==> config.mk <==
export PLATFORM = sky130hd
export DESIGN_NAME = rc_frame_decoder_with_key_hold_core_flat
export DESIGN_NICKNAME = d
export VERILOG_FILES = /design/src/design/rcfd_pkg.sv /design/src/design/rcfd_in_if.sv /design/src/design/rcfd_out_if.sv /design/src/design/rc_frame_decoder_with_key_hold_core.sv /design/src/flat_wrapper.sv
export VERILOG_INCLUDE_DIRS = /design/src /design/src/design
export SDC_FILE = /design/constraint.sdc
export NUM_CORES = 1
export LEC_CHECK = 0
export BUFFER_PORTS_ARGS = -buffer_cell sky130_fd_sc_hd__buf_4
export CORE_AREA = 2 2 247 176
export DETAILED_ROUTE_END_ITERATION = 8
export DIE_AREA = 0 0 249 178
export PLACE_DENSITY = 0.79
export SLEW_MARGIN = 20
export SYNTH_ARGS = -nofsm -noshare
export SYNTH_HDL_FRONTEND = slang
export SYNTH_SLANG_ARGS = --single-unit
export TNS_END_PERCENT = 100
==> constraint.sdc <==
create_clock -name i_clk -period 9.11 [get_ports i_clk]
set_input_delay 2.2775 -clock i_clk [delete_from_list [all_inputs] [get_ports i_clk]]
set_output_delay 2.2775 -clock i_clk [all_outputs]
set_load 0.01 [all_outputs]
==> src/design/assert_macros.svh <==
// Assertion macros used by the RTL core
`ifndef ASSERT_MACROS_SVH
`define ASSERT_MACROS_SVH
`ifndef NO_ASSERTIONS
`define ASSERT_CLK(label, clk, rst_n, prop) \
    label: assert property (@(posedge clk) disable iff (!(rst_n)) (prop)) \
        else $error("assertion failed");
`define ASSERT_ALWAYS(label, clk, prop) \
    label: assert property (@(posedge clk) (prop)) \
        else $error("assertion failed");
`else
`define ASSERT_CLK(label, clk, rst_n, prop)
`define ASSERT_ALWAYS(label, clk, prop)
`endif
`endif

==> src/design/rcfd_pkg.sv <==
// Types, constants and latch helper for the remote-control frame decoder
package rcfd_pkg;

    localparam int FRAME_BYTES = 18;
    localparam int CNT_W       = 5;
    localparam int IDX_W       = $clog2(FRAME_BYTES);
    localparam logic [CNT_W-1:0] FRAME_CNT = CNT_W'(FRAME_BYTES);
    localparam logic [CNT_W-1:0] CNT_MAX   = '1;

    localparam int HOLD_RIGHT = 0;
    localparam int HOLD_W     = 1;
    localparam int HOLD_S     = 2;
    localparam int HOLD_A     = 3;
    localparam int HOLD_SHIFT = 4;
    localparam int HOLD_Q     = 5;
    localparam int HOLD_E     = 6;
    localparam int HOLD_COUNT = 7;
    localparam int KEY_COUNT  = 6;

    // per output key bit: latch index, source bit in byte 14, long limit
    localparam int   KEY_LATCH [KEY_COUNT] = '{HOLD_W, HOLD_S, HOLD_A, HOLD_SHIFT, HOLD_Q, HOLD_E};
    localparam int   KEY_SRC   [KEY_COUNT] = '{0, 1, 2, 4, 6, 7};
    localparam logic KEY_LONG  [KEY_COUNT] = '{1'b0, 1'b0, 1'b0, 1'b1, 1'b0, 1'b0};

    localparam logic [7:0] HOLD_LONG_RST  = 8'd50;
    localparam logic [7:0] HOLD_SHORT_RST = 8'd30;
    localparam logic [7:0] RIGHT_ON       = 8'h01;
    localparam logic [7:0] HOLD_CNT_MAX   = 8'hFF;

    localparam logic CMD_BYTE = 1'b0;
    localparam logic CMD_IDLE = 1'b1;

    localparam logic CFG_HOLD_LONG  = 1'b0;
    localparam logic CFG_HOLD_SHORT = 1'b1;

    typedef struct packed {
        logic       cmd;
        logic [7:0] rx_byte;
    } t_in_item;

    typedef struct packed {
        logic [10:0]        stick0;
        logic [10:0]        stick1;
        logic [10:0]        stick2;
        logic [10:0]        stick3;
        logic [3:0]         switches;
        logic signed [15:0] mouse_x;
        logic signed [15:0] mouse_y;
        logic signed [15:0] mouse_z;
        logic [15:0]        mouse_buttons;
        logic [5:0]         held_keys;
        logic [15:0]        wheel;
        logic               frame_ok;
    } t_out_item;

    typedef struct packed {
        logic       lat;
        logic [7:0] cnt;
        logic       follow;
    } t_latch_next;

    function automatic t_latch_next latch_step(logic lat, logic [7:0] cnt,
                                               logic is_one, logic [7:0] limit);
        t_latch_next r;
        logic        l1;
        logic [7:0]  c1;
        l1 = lat | is_one;
        c1 = (l1 && cnt != HOLD_CNT_MAX) ? cnt + 8'd1 : cnt;
        if (c1 > limit) begin
            l1 = 1'b0;
            c1 = 8'd0;
        end
        r.lat    = l1;
        r.cnt    = c1;
        r.follow = !lat;
        return r;
    endfunction

endpackage

==> src/design/rcfd_in_if.sv <==
// Input item channel of the frame decoder
interface rcfd_in_if;
    logic               valid;
    logic               ready;
    rcfd_pkg::t_in_item data;

    modport source (output valid, output data, input ready);
    modport sink (input valid, input data, output ready);
endinterface

==> src/design/rcfd_out_if.sv <==
// Result item channel of the frame decoder
interface rcfd_out_if;
    logic                valid;
    logic                ready;
    rcfd_pkg::t_out_item data;

    modport source (output valid, output data, input ready);
    modport sink (input valid, input data, output ready);
endinterface

==> src/design/rc_frame_decoder_with_key_hold_core.sv <==
// Remote-control frame decoder with hold latches on right button and keys
// An idle item is held in the input register; its result is then written into the output register.
// Throughput: one item per cycle; an idle item waits only while an untaken result is held.
// Data bytes produce no result; each idle item produces exactly one.
// Reset clears count, good frame, latches, counters and held values; limits return to 50 and 30.
// The assembly buffer is not cleared; only bytes written in the current frame are read.
`include "assert_macros.svh"
module rc_frame_decoder_with_key_hold_core (
    input  logic                 i_clk,
    input  logic                 i_rst_n,
    rcfd_in_if.sink              i_in,
    rcfd_out_if.source           o_out,
    input  logic                 i_cfg_we,
    input  logic                 i_cfg_idx,
    input  logic [7:0]           i_cfg_wdata
);

    logic                        r_in_valid;
    rcfd_pkg::t_in_item          r_in;
    logic [rcfd_pkg::CNT_W-1:0]  r_count;
    logic [7:0]                  r_asm  [rcfd_pkg::FRAME_BYTES];
    logic [7:0]                  r_good [rcfd_pkg::FRAME_BYTES];
    logic [7:0]                  n_good [rcfd_pkg::FRAME_BYTES];
    logic                        r_hold_lat [rcfd_pkg::HOLD_COUNT];
    logic [7:0]                  r_hold_cnt [rcfd_pkg::HOLD_COUNT];
    logic                        n_hold_lat [rcfd_pkg::HOLD_COUNT];
    logic [7:0]                  n_hold_cnt [rcfd_pkg::HOLD_COUNT];
    logic [7:0]                  r_held_right;
    logic [7:0]                  n_held_right;
    logic [5:0]                  r_held_keys;
    logic [5:0]                  n_held_keys;
    logic [7:0]                  r_hold_long;
    logic [7:0]                  r_hold_short;
    logic                        r_out_valid;
    rcfd_pkg::t_out_item         r_out;
    rcfd_pkg::t_out_item         n_out;

    logic out_free;
    logic proc_go;
    logic is_idle;
    logic frame_ok;
    rcfd_pkg::t_latch_next lat_nx [rcfd_pkg::HOLD_COUNT];

    assign out_free   = !r_out_valid || o_out.ready;
    assign is_idle    = (r_in.cmd == rcfd_pkg::CMD_IDLE);
    assign proc_go    = r_in_valid && (!is_idle || out_free);
    assign i_in.ready = !r_in_valid || proc_go;
    assign frame_ok   = (r_count == rcfd_pkg::FRAME_CNT);

    assign o_out.valid = r_out_valid;
    assign o_out.data  = r_out;

    always_comb begin
        for (int i = 0; i < rcfd_pkg::FRAME_BYTES; i++) begin
            n_good[i] = frame_ok ? r_asm[i] : r_good[i];
        end
        n_held_right = r_held_right;
        n_held_keys  = r_held_keys;
        lat_nx[rcfd_pkg::HOLD_RIGHT] = rcfd_pkg::latch_step(
            r_hold_lat[rcfd_pkg::HOLD_RIGHT], r_hold_cnt[rcfd_pkg::HOLD_RIGHT],
            r_asm[13] == rcfd_pkg::RIGHT_ON, r_hold_long);
        if (lat_nx[rcfd_pkg::HOLD_RIGHT].follow && frame_ok) begin
            n_held_right = r_asm[13];
        end
        for (int k = 0; k < rcfd_pkg::KEY_COUNT; k++) begin
            lat_nx[rcfd_pkg::KEY_LATCH[k]] = rcfd_pkg::latch_step(
                r_hold_lat[rcfd_pkg::KEY_LATCH[k]], r_hold_cnt[rcfd_pkg::KEY_LATCH[k]],
                r_asm[14][rcfd_pkg::KEY_SRC[k]],
                rcfd_pkg::KEY_LONG[k] ? r_hold_long : r_hold_short);
            if (lat_nx[rcfd_pkg::KEY_LATCH[k]].follow && frame_ok) begin
                n_held_keys[k] = r_asm[14][rcfd_pkg::KEY_SRC[k]];
            end
        end
        for (int h = 0; h < rcfd_pkg::HOLD_COUNT; h++) begin
            n_hold_lat[h] = frame_ok ? lat_nx[h].lat : r_hold_lat[h];
            n_hold_cnt[h] = frame_ok ? lat_nx[h].cnt : r_hold_cnt[h];
        end

        n_out.stick0        = {n_good[1][2:0], n_good[0]};
        n_out.stick1        = {n_good[2][5:0], n_good[1][7:3]};
        n_out.stick2        = {n_good[4][0], n_good[3], n_good[2][7:6]};
        n_out.stick3        = {n_good[5][3:0], n_good[4][7:1]};
        n_out.switches      = n_good[5][7:4];
        n_out.mouse_x       = {n_good[7], n_good[6]};
        n_out.mouse_y       = {n_good[9], n_good[8]};
        n_out.mouse_z       = {n_good[11], n_good[10]};
        n_out.mouse_buttons = {n_held_right, n_good[12]};
        n_out.held_keys     = n_held_keys;
        n_out.wheel         = {n_good[17], n_good[16]};
        n_out.frame_ok      = frame_ok;
    end

    always_ff @(posedge i_clk) begin
        if (i_in.ready) begin
            r_in <= i_in.data;
        end
        if (proc_go && !is_idle && r_count < rcfd_pkg::FRAME_CNT) begin
            r_asm[r_count[rcfd_pkg::IDX_W-1:0]] <= r_in.rx_byte;
        end
        if (proc_go && is_idle) begin
            r_out <= n_out;
        end
    end

    always_ff @(posedge i_clk) begin
        if (!i_rst_n) begin
            r_in_valid   <= 1'b0;
            r_out_valid  <= 1'b0;
            r_count      <= '0;
            r_held_right <= '0;
            r_held_keys  <= '0;
            r_hold_long  <= rcfd_pkg::HOLD_LONG_RST;
            r_hold_short <= rcfd_pkg::HOLD_SHORT_RST;
            for (int i = 0; i < rcfd_pkg::FRAME_BYTES; i++) begin
                r_good[i] <= '0;
            end
            for (int h = 0; h < rcfd_pkg::HOLD_COUNT; h++) begin
                r_hold_lat[h] <= 1'b0;
                r_hold_cnt[h] <= '0;
            end
        end else begin
            if (i_in.ready) begin
                r_in_valid <= i_in.valid;
            end
            if (proc_go && is_idle) begin
                r_out_valid <= 1'b1;
            end else if (o_out.ready) begin
                r_out_valid <= 1'b0;
            end
            if (proc_go) begin
                if (is_idle) begin
                    r_count      <= '0;
                    r_good       <= n_good;
                    r_hold_lat   <= n_hold_lat;
                    r_hold_cnt   <= n_hold_cnt;
                    r_held_right <= n_held_right;
                    r_held_keys  <= n_held_keys;
                end else if (r_count != rcfd_pkg::CNT_MAX) begin
                    r_count <= r_count + 1'b1;
                end
            end
            if (i_cfg_we) begin
                unique case (i_cfg_idx)
                    rcfd_pkg::CFG_HOLD_LONG:  r_hold_long  <= i_cfg_wdata;
                    rcfd_pkg::CFG_HOLD_SHORT: r_hold_short <= i_cfg_wdata;
                    default: ;
                endcase
            end
        end
    end

    `ASSERT_CLK(a_idle_clears_count, i_clk, i_rst_n, (proc_go && is_idle) |=> (r_count == '0))
    `ASSERT_CLK(a_idle_gives_result, i_clk, i_rst_n, (proc_go && is_idle) |=> r_out_valid)
    `ASSERT_CLK(a_stall_blocks_idle, i_clk, i_rst_n, (r_in_valid && is_idle && !out_free) |-> !i_in.ready)

    for (genvar g = 0; g < rcfd_pkg::HOLD_COUNT; g++) begin : g_hold_chk
        `ASSERT_CLK(a_cnt_only_latched, i_clk, i_rst_n, (r_hold_cnt[g] != 8'd0) |-> r_hold_lat[g])
    end

endmodule

==> src/flat_wrapper.sv <==
// flat-port wrapper written by rule: the top's interface ports become plain ports
module rc_frame_decoder_with_key_hold_core_flat 
  (i_clk, i_rst_n, i_cfg_we, i_cfg_idx, i_cfg_wdata, i_in_valid, i_in_data, i_in_ready, o_out_valid, o_out_data, o_out_ready);
  rcfd_in_if i_in_i ();
  rcfd_out_if o_out_i ();
  input  logic i_clk;
  input  logic i_rst_n;
  input  logic i_cfg_we;
  input  logic i_cfg_idx;
  input  logic [7:0] i_cfg_wdata;
  input wire logic [$bits(i_in_i.valid)-1:0] i_in_valid;
  input wire logic [$bits(i_in_i.data)-1:0] i_in_data;
  output wire logic [$bits(i_in_i.ready)-1:0] i_in_ready;
  output wire logic [$bits(o_out_i.valid)-1:0] o_out_valid;
  output wire logic [$bits(o_out_i.data)-1:0] o_out_data;
  input wire logic [$bits(o_out_i.ready)-1:0] o_out_ready;
  assign i_in_i.valid = i_in_valid;
  assign i_in_i.data = i_in_data;
  assign i_in_ready = i_in_i.ready;
  assign o_out_valid = o_out_i.valid;
  assign o_out_data = o_out_i.data;
  assign o_out_i.ready = o_out_ready;
  rc_frame_decoder_with_key_hold_core u_core (.i_clk(i_clk), .i_rst_n(i_rst_n), .i_in(i_in_i), .o_out(o_out_i), .i_cfg_we(i_cfg_we), .i_cfg_idx(i_cfg_idx), .i_cfg_wdata(i_cfg_wdata));
endmodule
Yosys cells after proc, flatten, opt, wreduce, memory -nomap -nowiden
Memories as Yosys holds them, arrays and structs flattened.
Index checks and enable logic that the tools add are counted.
{ "totals": {"ff_bits": 364, "ram_bits": 144, "out_inout_bits": 137, "n_memories": 1} }
{ "classes": {"add_sub_neg": 8, "magnitude_cmp": 8, "eq_ne": 10, "muxes": 49, "bitwise": 8, "reduce_logical": 38} }
{ "memory_table": {"columns": ["memory", "words", "width", "read_ports", "rd_ports_with_merged_regs", "wr", "line", "source"], "rows": [
  ["u_core.r_asm", 18, 8, 17, 0, 1, "rc_frame_decoder_with_key_hold_core.sv:21", "logic [7:0] r_asm [rcfd_pkg::FRAME_BYTES];"]
]} }
{ "op_table": {"columns": ["op", "n"], "rows": [
  ["two-way mux 8 bit", 30],
  ["adder 8 x 1 -> 8 bit, second input constant", 7],
  ["greater-than comparator 8 bit", 7],
  ["!= test 8 bit, second input constant", 7],
  ["logical AND 1 bit", 18],
  ["two-way mux 1 bit", 17],
  ["zero test 1 bit", 10],
  ["two-way mux 5 bit", 2],
  ["equality test 8 x 1 -> 1 bit, second input constant", 1],
  ["AND reduction 2 bit", 4],
  ["bitwise OR 1 bit", 7],
  ["adder 5 x 1 -> 5 bit, second input constant", 1],
  ["equality test 5 bit, second input constant", 1],
  ["< comparator 5 bit, second input constant", 1],
  ["!= test 5 bit, second input constant", 1],
  ["nonzero test 2 bit", 2],
  ["logical OR 1 bit", 3],
  ["AND reduction 3 bit", 1],
  ["NOT 1 bit", 1]
]} }

Longest topological paths before layout
Gate-level depths: netlist of the first run.
{ "logic_depth": {"word_depth": 8, "mapped_depth": 14, "mapped_depth_nobuf": 12} }

Least setup slack after synthesis of the first run
Ideal clock, no wire load.
{ "synth_timing": {"path_type": "input port to flip-flop", "startpoint": "input o_out_ready", "endpoint": "register u_core.r_out, in the netlist u_core.o_out.data[0], enable pin", "setup_ns": 1.314, "arrival_ns": 5.531, "setup_slack_ns": 2.265, "stages": 4, "path_cell_list": "nand2b_1 > nand3_1 > clkbuf_1 > clkinv_1"} }
{ "synth_via": {"elab_chain_cells": 4} }
{ "synth_rtl": {"columns": ["element", "line", "source"], "rows": [
  ["from (decl)", "flat_wrapper.sv:16", "input wire logic [$bits(o_out_i.ready)-1:0] o_out_ready;"],
  ["logical OR 1 bit", "rc_frame_decoder_with_key_hold_core.sv:44", "assign out_free = !r_out_valid || o_out.ready;"],
  ["logical OR 1 bit", "rc_frame_decoder_with_key_hold_core.sv:46", "assign proc_go = r_in_valid && (!is_idle || out_free);"],
  ["logical AND 1 bit", "rc_frame_decoder_with_key_hold_core.sv:46", null],
  ["logical AND 1 bit", "rc_frame_decoder_with_key_hold_core.sv:100", "if (proc_go && is_idle) begin"],
  ["to (signal assigned)", "rc_frame_decoder_with_key_hold_core.sv:101", "r_out <= n_out;"],
  ["to (decl)", "rc_frame_decoder_with_key_hold_core.sv:35", "rcfd_pkg::t_out_item r_out;"]
]} }
No other way between the ends.
A chain may end at the register's enable or synchronous reset.

Final worst setup path of the first run
{ "layout_timing": {"startpoint": "input o_out_ready", "endpoint": "output i_in_ready"} }
{ "layout_via": {"elab_chain_cells": 4} }
{ "layout_rtl": {"columns": ["element", "line", "source"], "rows": [
  ["logical OR 1 bit", "rc_frame_decoder_with_key_hold_core.sv:44", null],
  ["logical OR 1 bit", "rc_frame_decoder_with_key_hold_core.sv:46", null],
  ["logical AND 1 bit", "rc_frame_decoder_with_key_hold_core.sv:46", null],
  ["logical OR 1 bit", "rc_frame_decoder_with_key_hold_core.sv:47", "assign i_in.ready = !r_in_valid || proc_go;"],
  ["to (decl)", "flat_wrapper.sv:13", "output wire logic [$bits(i_in_i.ready)-1:0] i_in_ready;"]
]} }
No other way between the ends.

==> results of run 1 <==
[sequential cells by signal, summed over array words and instances, names as in the netlist]
signal / cells
u_core.o_out.data: 135
u_core.r_asm: 134
u_core.r_good: 120
u_core.r_hold_cnt: 56
u_core.r_held_right: 8
u_core.r_hold_long: 8
u_core.r_hold_short: 8
u_core.r_in: 8
u_core.r_hold_lat: 7
u_core.r_held_keys: 6
u_core.r_count: 5
u_core.is_idle: 1
u_core.o_out.valid: 1
u_core.r_in_valid: 1
[stage by stage]
stage	util	std cells	hold WS (ns)
2_1_floorplan	-	2027	0.4338
3_3_place_gp	0.5337	2646	0.4398
6_report	0.5710	2736	0.4538
5_1_grt	0.5710	2736	0.4707
3_5_place_dp	0.5337	2646	0.4444
4_1_cts	0.5705	2734	0.4552
[final timing paths]
kind	depth (start not counted)	slack [ns]	end	startpoint
setup / recovery	4	3.19	i_in_ready	o_out_ready
hold / removal	2	0.45	u_core.r_good[135]	u_core.r_good[135]
setup reg to reg	8	5.27	u_core.r_hold_cnt[26]	u_core.r_count[0]
hold reg to reg	2	0.45	u_core.r_good[135]	u_core.r_good[135]
[power by group through the flow]
stage | clock network, mW | registers (mW) | logic [mW]
3_3_place_gp | 0 | 2.47 | 0.110
5_1_grt | 2.07 | 2.42 | 0.128
2_1_floorplan | 0 | 2.46 | 0.0579
3_5_place_dp | 0 | 2.47 | 0.114
6_report | 1.96 | 2.42 | 0.116
4_1_cts | 1.99 | 2.42 | 0.114
[metal layers]
metal	part of all wire	track usage	vias to the layer above
met5	0	0	-
met4	0.025	0.06793	0
met3	0.065	0.03502	90
met2	0.47	0.3511	549
met1	0.44	0.2867	7273
li1	-	-	7263
[cell families (layout without fill, tap and decap cells)]
| group | count (synthesis) | after routing |
|---|---|---|
| AND/OR/NAND/NOR | 943 | 943 |
| adder cells (fa/ha/maj) | 68 | 68 |
| multiplexers | 52 | 52 |
| buffers and inverters | 130 | 286 |
| flip-flops | 498 | 498 |
| XOR/XNOR | 39 | 39 |
| AO/OA/AOI/OAI | 297 | 297 |
| other | 0 | 1 |
[synthesized netlist by cell type, types with 3 or more instances]
library cell	n	area, µm²
o2111a_1	4	45.04
a31oi_1	11	68.82
dfxtp_1	220	4404
nand2b_1	17	106.4
nor4_1	7	43.79
nor2b_1	12	75.07
edfxtp_1	278	8348
nor3_2	5	50.05
buf_1	3	11.26
a211oi_1	6	45.04
or2_2	7	43.79
o211ai_1	25	187.7
and3_1	6	37.54
ha_1	68	850.8
o21a_1	13	97.59
xnor2_1	21	183.9
a21o_1	4	30.03
o22ai_1	5	31.28
or3_1	7	43.79
o211a_1	8	80.08
nand4_1	27	168.9
nand3_1	29	145.1
buf_2	11	55.05
nor2_1	63	236.5
nor3_1	53	265.3
a21oi_1	179	895.9
nor3b_1	3	22.52
nand2_1	689	2586
o31ai_1	4	30.03
o21ai_0	24	120.1
a21oi_2	4	35.03
and4_1	5	43.79
mux2i_1	23	230.2
clkbuf_1	86	322.8
xor2_1	18	157.7
mux2_2	29	326.6
inv_1	28	105.1
and2_1	5	31.28
[worst reg2reg max path, stage by stage (launching register included)]
cell       delay [ns]
dfxtp_1          0.44
inv_1            0.10
ha_1             0.25
nand4bb_4        0.55
or3_4            0.95
buf_4            0.81
nor2_1           0.21
and3_1           0.23
nor4_1           0.19
[area by class of cell]
class	instances	area, µm²
timing repair buffer	169	1280
fill	3315	17960
clock buffer	65	1294
clock inverter	23	246.5
tap	552	690.7
multi-input combinational	1399	7515
sequential	498	12750
antenna	1	2.502
inverter	29	120.1
==> run metrics, run 1 <==
largest net degree at the start of global routing=129; LEAKAGE=9.107 nW; clock share of power=0.436; final instance area=23900 µm²; P_int=3.549 mW; setup ws final=3.186 ns; commonest non-fill, non-tap cell in the layout=nand2_1; DRC=0; worst-margin pin slew=1.090 ns; setup bufs post-CTS=0; first-pass GRT wire length=about 75 mm; Die Width=249 µm; Comb pwr share=0.026; CTS root buffer=clkbuf_16; Worst Setup End Kind=output port; sequential-to-total area share from yosys stat=0.6141; Cells after Synth=2027; hpwl dp=~29 mm; simple-gate share of the synthesized area=0.1929; worst-path fanout max=11; Seq pwr share=0.538; Crit path largest cell delay=between 0.5 and 0.6 ns; fmax=0.1688 GHz; Antenna Nets Post-Route=0; Starting Density=0.4961; area share of fa/ha/maj cells after synthesis=0.04097; largest family of logic cells by synthesized area=simple AND/OR/NAND/NOR gates; power per cell area=between 150 and 200 nW/µm²; outcome=complete, no violations; total track usage=0.2117; routed wire length per instance=17.49 µm; max-slew violations=0; hold_buf cts=0; IO Port Bufs=159; cell repeated most along the worst path=buf_4; RD Place Congestion=~0.83; vias in the first global route=between 10000 and 15000; Skew-Pair Late Insertion Delay=0.57 ns; Max-Cap Viols=0; maximum VDD drop=140.7 µV; Final Power=approximately 4.5 mW; vias per inst=5.546; antenna violations before repair=2; clock sink count=498; WP buf/inv=2; fraction of layout cells with a size suffix above 1=0.1351; WS Path Type=input pin to output port; Synth Area per Inst=10.24 µm²; pre-CTS setup slack=3.209 ns; CTS tree=built; final period utilization=0.6503; Post-Synthesis Cell Area=20760 µm²; xor-xnor portion of the synthesized cell area=0.01645; Slew HR=0.2731; Switching Fraction=0.2103; first-pass iteration count of the detailed router=5; Compound-Gate Fraction of Synth Area=0.08424; final hold vios=0; worst path cell trace=buf_4, nor2b_1, nand3_1, buf_4; gr ovfl total=0; CP max stage cell=nand3_1; PostCTS Resize Cnt=0; CTS clk-pin slew, worst paths=roughly 0.060 ns; NumNets Final=2235; clock buffer depth=3; Core Region=41860 µm²; H-tree levels=2; Final min period=just under 6 ns; Yosys reg bits=498; Final TNS setup=0 ns; number of synthesized flops with an enable pin=278; placed cell areas=22340 µm²; yosys warns=0; DR vias=between 15000 and 20000; Die H=178 µm; NetSw=between 0.9 and 1 mW; row cnt=63; post-synth cell types=54; cell family with most CP delay=simple AND/OR/NAND/NOR gates; Mapped Nets=between 2000 and 2500; CP Launch Type=input pin; mux contribution to synthesized area=0.02681; most frequent cells in the layout=nand2_1, edfxtp_1, dfxtp_1, a21oi_1, buf_4; RSZ-0062 raised after global routing=no; Critical Path AT=3.65 ns; area added between synthesis and finish=15.10%; DR iter-0 viols=1429; num ports=160; drt total wl=47.84 mm; Primary FF master, synth=edfxtp_1; Final Skew=0.02858 ns; final setup vio count=0; asr flop ratio synth=0; Worst Hold Class=flop to flop; Die ar.=roughly 44000 µm²; cts bufs inserted=47; worst path required time=around 6.8 ns
(Power assumes the default switching activity.)
==> inputs of run 2 (changes only) <==
--- a/config.mk
+++ b/config.mk
@@ -10,7 +10,7 @@
 export CORE_AREA = 2 2 247 176
 export DETAILED_ROUTE_END_ITERATION = 8
 export DIE_AREA = 0 0 249 178
-export PLACE_DENSITY = 0.79
+export PLACE_DENSITY = 0.81
 export SLEW_MARGIN = 20
 export SYNTH_ARGS = -nofsm -noshare
 export SYNTH_HDL_FRONTEND = slang
==> constraint.sdc (replaced) <==
create_clock -name i_clk -period 5.3 [get_ports i_clk]
set_input_delay 1.325 -clock i_clk [delete_from_list [all_inputs] [get_ports i_clk]]
set_output_delay 1.325 -clock i_clk [all_outputs]
set_load 0.01 [all_outputs]
==> run 2 against run 1 <==
- cell count barely moved
- via count rose by 0.76%
- sequential share of layout area barely moved
- die area did not move
- worst setup slack got worse by 1.5 ns
- cell area barely moved
- sequential cell count did not move
- register-to-register slack got worse by 3.4 ns
- sequential power rose by 71%
- critical endpoint unchanged
- largest power group unchanged
==> run metrics, run 2 (synthesis gave the netlist of run 1 again) <==
outcome=complete, no violations (unchanged); area added between synthesis and finish=15.06% (was 15.10%); first-pass iteration count of the detailed router=6 (was 5); RD Place Congestion=0.8168 (was 0.8269); worst-path fanout max=11 (unchanged); setup ws final=1.670 ns (was 3.186 ns); Die Width=249 µm (unchanged); Starting Density=0.4961 (unchanged); routed wire length per instance=17.84 µm (was 17.49 µm); cell repeated most along the worst path=buf_4 (unchanged); max-slew violations=0 (unchanged); pre-CTS setup slack=1.692 ns (was 3.209 ns); DR iter-0 viols=1499 (was 1429); Critical Path AT=2.31 ns (was 3.65 ns); Worst Hold Class=flop to flop (unchanged); RSZ-0062 raised after global routing=no (unchanged); most frequent cells in the layout=nand2_1, edfxtp_1, dfxtp_1, a21oi_1, buf_4 (unchanged); r2r startpoint=u_core.r_count[0] (unchanged); Worst Setup End Kind=output port (unchanged); R2R Setup Slk=1.84 ns (was 5.27 ns); Skew-Pair Late Insertion Delay=0.56 ns (was 0.57 ns); cts bufs inserted=46 (was 47); H-tree levels=2 (unchanged); row cnt=63 (unchanged); IO Port Bufs=159 (unchanged); clock buffer depth=3 (unchanged); fraction of layout cells with a size suffix above 1=0.1366 (was 0.1351); setup bufs post-CTS=0 (unchanged); largest net degree at the start of global routing=136 (was 129); final hold vios=0 (unchanged); final period utilization=0.6850; Antenna Nets Post-Route=0 (unchanged); end of the critical path=i_in_ready (unchanged); Fillers=3339 (was 3315); Final Skew=0.02171 ns (was 0.02858 ns); fmax=around 0.28 GHz; CTS tree=built (unchanged); gr ovfl total=0 (unchanged); vias in the first global route=14861 (was 14477); Slew HR=0.2560 (was 0.2731); worst-margin pin slew=1.116 ns (was 1.090 ns); worst path required time=3.97 ns (was 6.83 ns); Max-Cap Viols=0 (unchanged); hpwl dp=30.90 mm (was 29.37 mm); vias per inst=5.593 (was 5.546); NumNets Final=2236 (was 2235); drt total wl=48.78 mm (was 47.84 mm); Die ar.=44320 µm² (unchanged); worst reg2reg path depth=8 (unchanged); final setup vio count=0 (unchanged); Critical Path Stages=5 (was 4); cell family with most CP delay=buffers and inverters (was simple AND/OR/NAND/NOR gates); Core Region=41860 µm² (unchanged); CTS clk-pin slew, worst paths=0.06 ns (about the same); Reg2Reg Capture Point=u_core.r_hold_cnt[18] (was u_core.r_hold_cnt[26]); WP buf/inv=3 (was 2); hold_buf cts=0 (unchanged); CP max stage cell=nor2b_1 (was nand3_1); maximum VDD drop=336.0 µV (was 140.7 µV); first-pass GRT wire length=77.08 mm (was 75.23 mm); clock sink count=498 (unchanged); Final min period=3.630 ns; num ports=160 (unchanged); Final TNS setup=0 ns (unchanged); DR vias=15290 (was 15175); LEAKAGE=9.132 nW (was 9.107 nW); DRC=0 (unchanged); CTS root buffer=clkbuf_16 (unchanged); Die H=178 µm (unchanged); CP Launch Type=input pin (unchanged); antenna violations before repair=0 (was 2); hold wc startpoint=u_core.r_good[134] (was u_core.r_good[135]); max FFs per register=135 (unchanged); WS Path Type=input pin to output port (unchanged); Fin Hold WS=0.4554 ns (was 0.4538 ns); CP Launch Point=o_out_ready (unchanged); PostCTS Resize Cnt=0 (unchanged); hold depth=2 (unchanged); worst path cell trace=buf_4, nor2b_1, nand3_1, buf_4, buf_4 (was buf_4, nor2b_1, nand3_1, buf_4); Crit path largest cell delay=0.35 ns (was 0.54 ns); total track usage=0.2167 (was 0.2117); power per cell area=319.4 nW/µm² (was 188.0 nW/µm²); commonest non-fill, non-tap cell in the layout=nand2_1 (unchanged); n_diodes=0 (was 1)
run 2: cell types whose count changed in the layout (fill, tap and decap cells not counted), sizes merged, moves of 2 or more:
cell / change
buf: +2
clkbuf: -10
clkinv: +13
clkinvlp: -3
inv: -2
run 2: layout make-up:
cell class | count | area, µm² | area share
inverters | 29 | 123.9 | 0.005184
clock inverters | 30 | 244.0 | 0.01021
flip-flops and latches | 498 | 12750 | 0.5337
well taps | 552 | 690.7 | 0.02891
clock buffers | 55 | 1246 | 0.05216
multi-input cells | 1399 | 7515 | 0.3145
repair buffers | 171 | 1321 | 0.05530
run 2: worst min path at each step:
stage	endpoint	slack, ns
final	u_core.r_good[134]	0.46
after global routing	u_core.r_good[123]	0.47
after CTS	u_core.r_good[62]	0.46
after detailed placement	u_core.r_good[62]	0.45
after global placement	u_core.r_held_right[4]	0.44
after floorplan	u_core.r_held_keys[5]	0.43
run 2: per-stage QoR:
step / cells / area (µm²) / util / total power, mW
after floorplan: 2027 / 20770 / - / 4.325
after global placement: 2649 / 22400 / 0.5352 / 4.429
after detailed placement: 2649 / 22400 / 0.5352 / 4.438
after CTS: 2734 / 23890 / 0.5708 / 7.679
after global routing: 2734 / 23890 / 0.5708 / 7.835
final: 2734 / 23890 / 0.5708 / 7.630
run 2: metal layers:
metal,vias up,part of all wire,GRT usage
li1,7246,-,-
met1,7358,0.44,0.2910
met2,578,0.47,0.3613
met3,108,0.067,0.03648
met4,0,0.028,0.06995
met5,-,0,0
run 2: power breakdown:
part           switching, mW  internal [mW]  total, mW
Combinational          0.127         0.0723      0.199
Clock                   1.44           1.83       3.28
Sequential            0.0472           4.11       4.15
Total                   1.62           6.01       7.63
run 2: worst register-to-register path: cells and delay by family (launching register included):
family | cells | cell delay, ns
compound gates | 2 | 0.74
fa+ha+maj | 1 | 0.22
buf+inv | 2 | 0.45
flops | 1 | 0.37
simple gates | 3 | 1.52
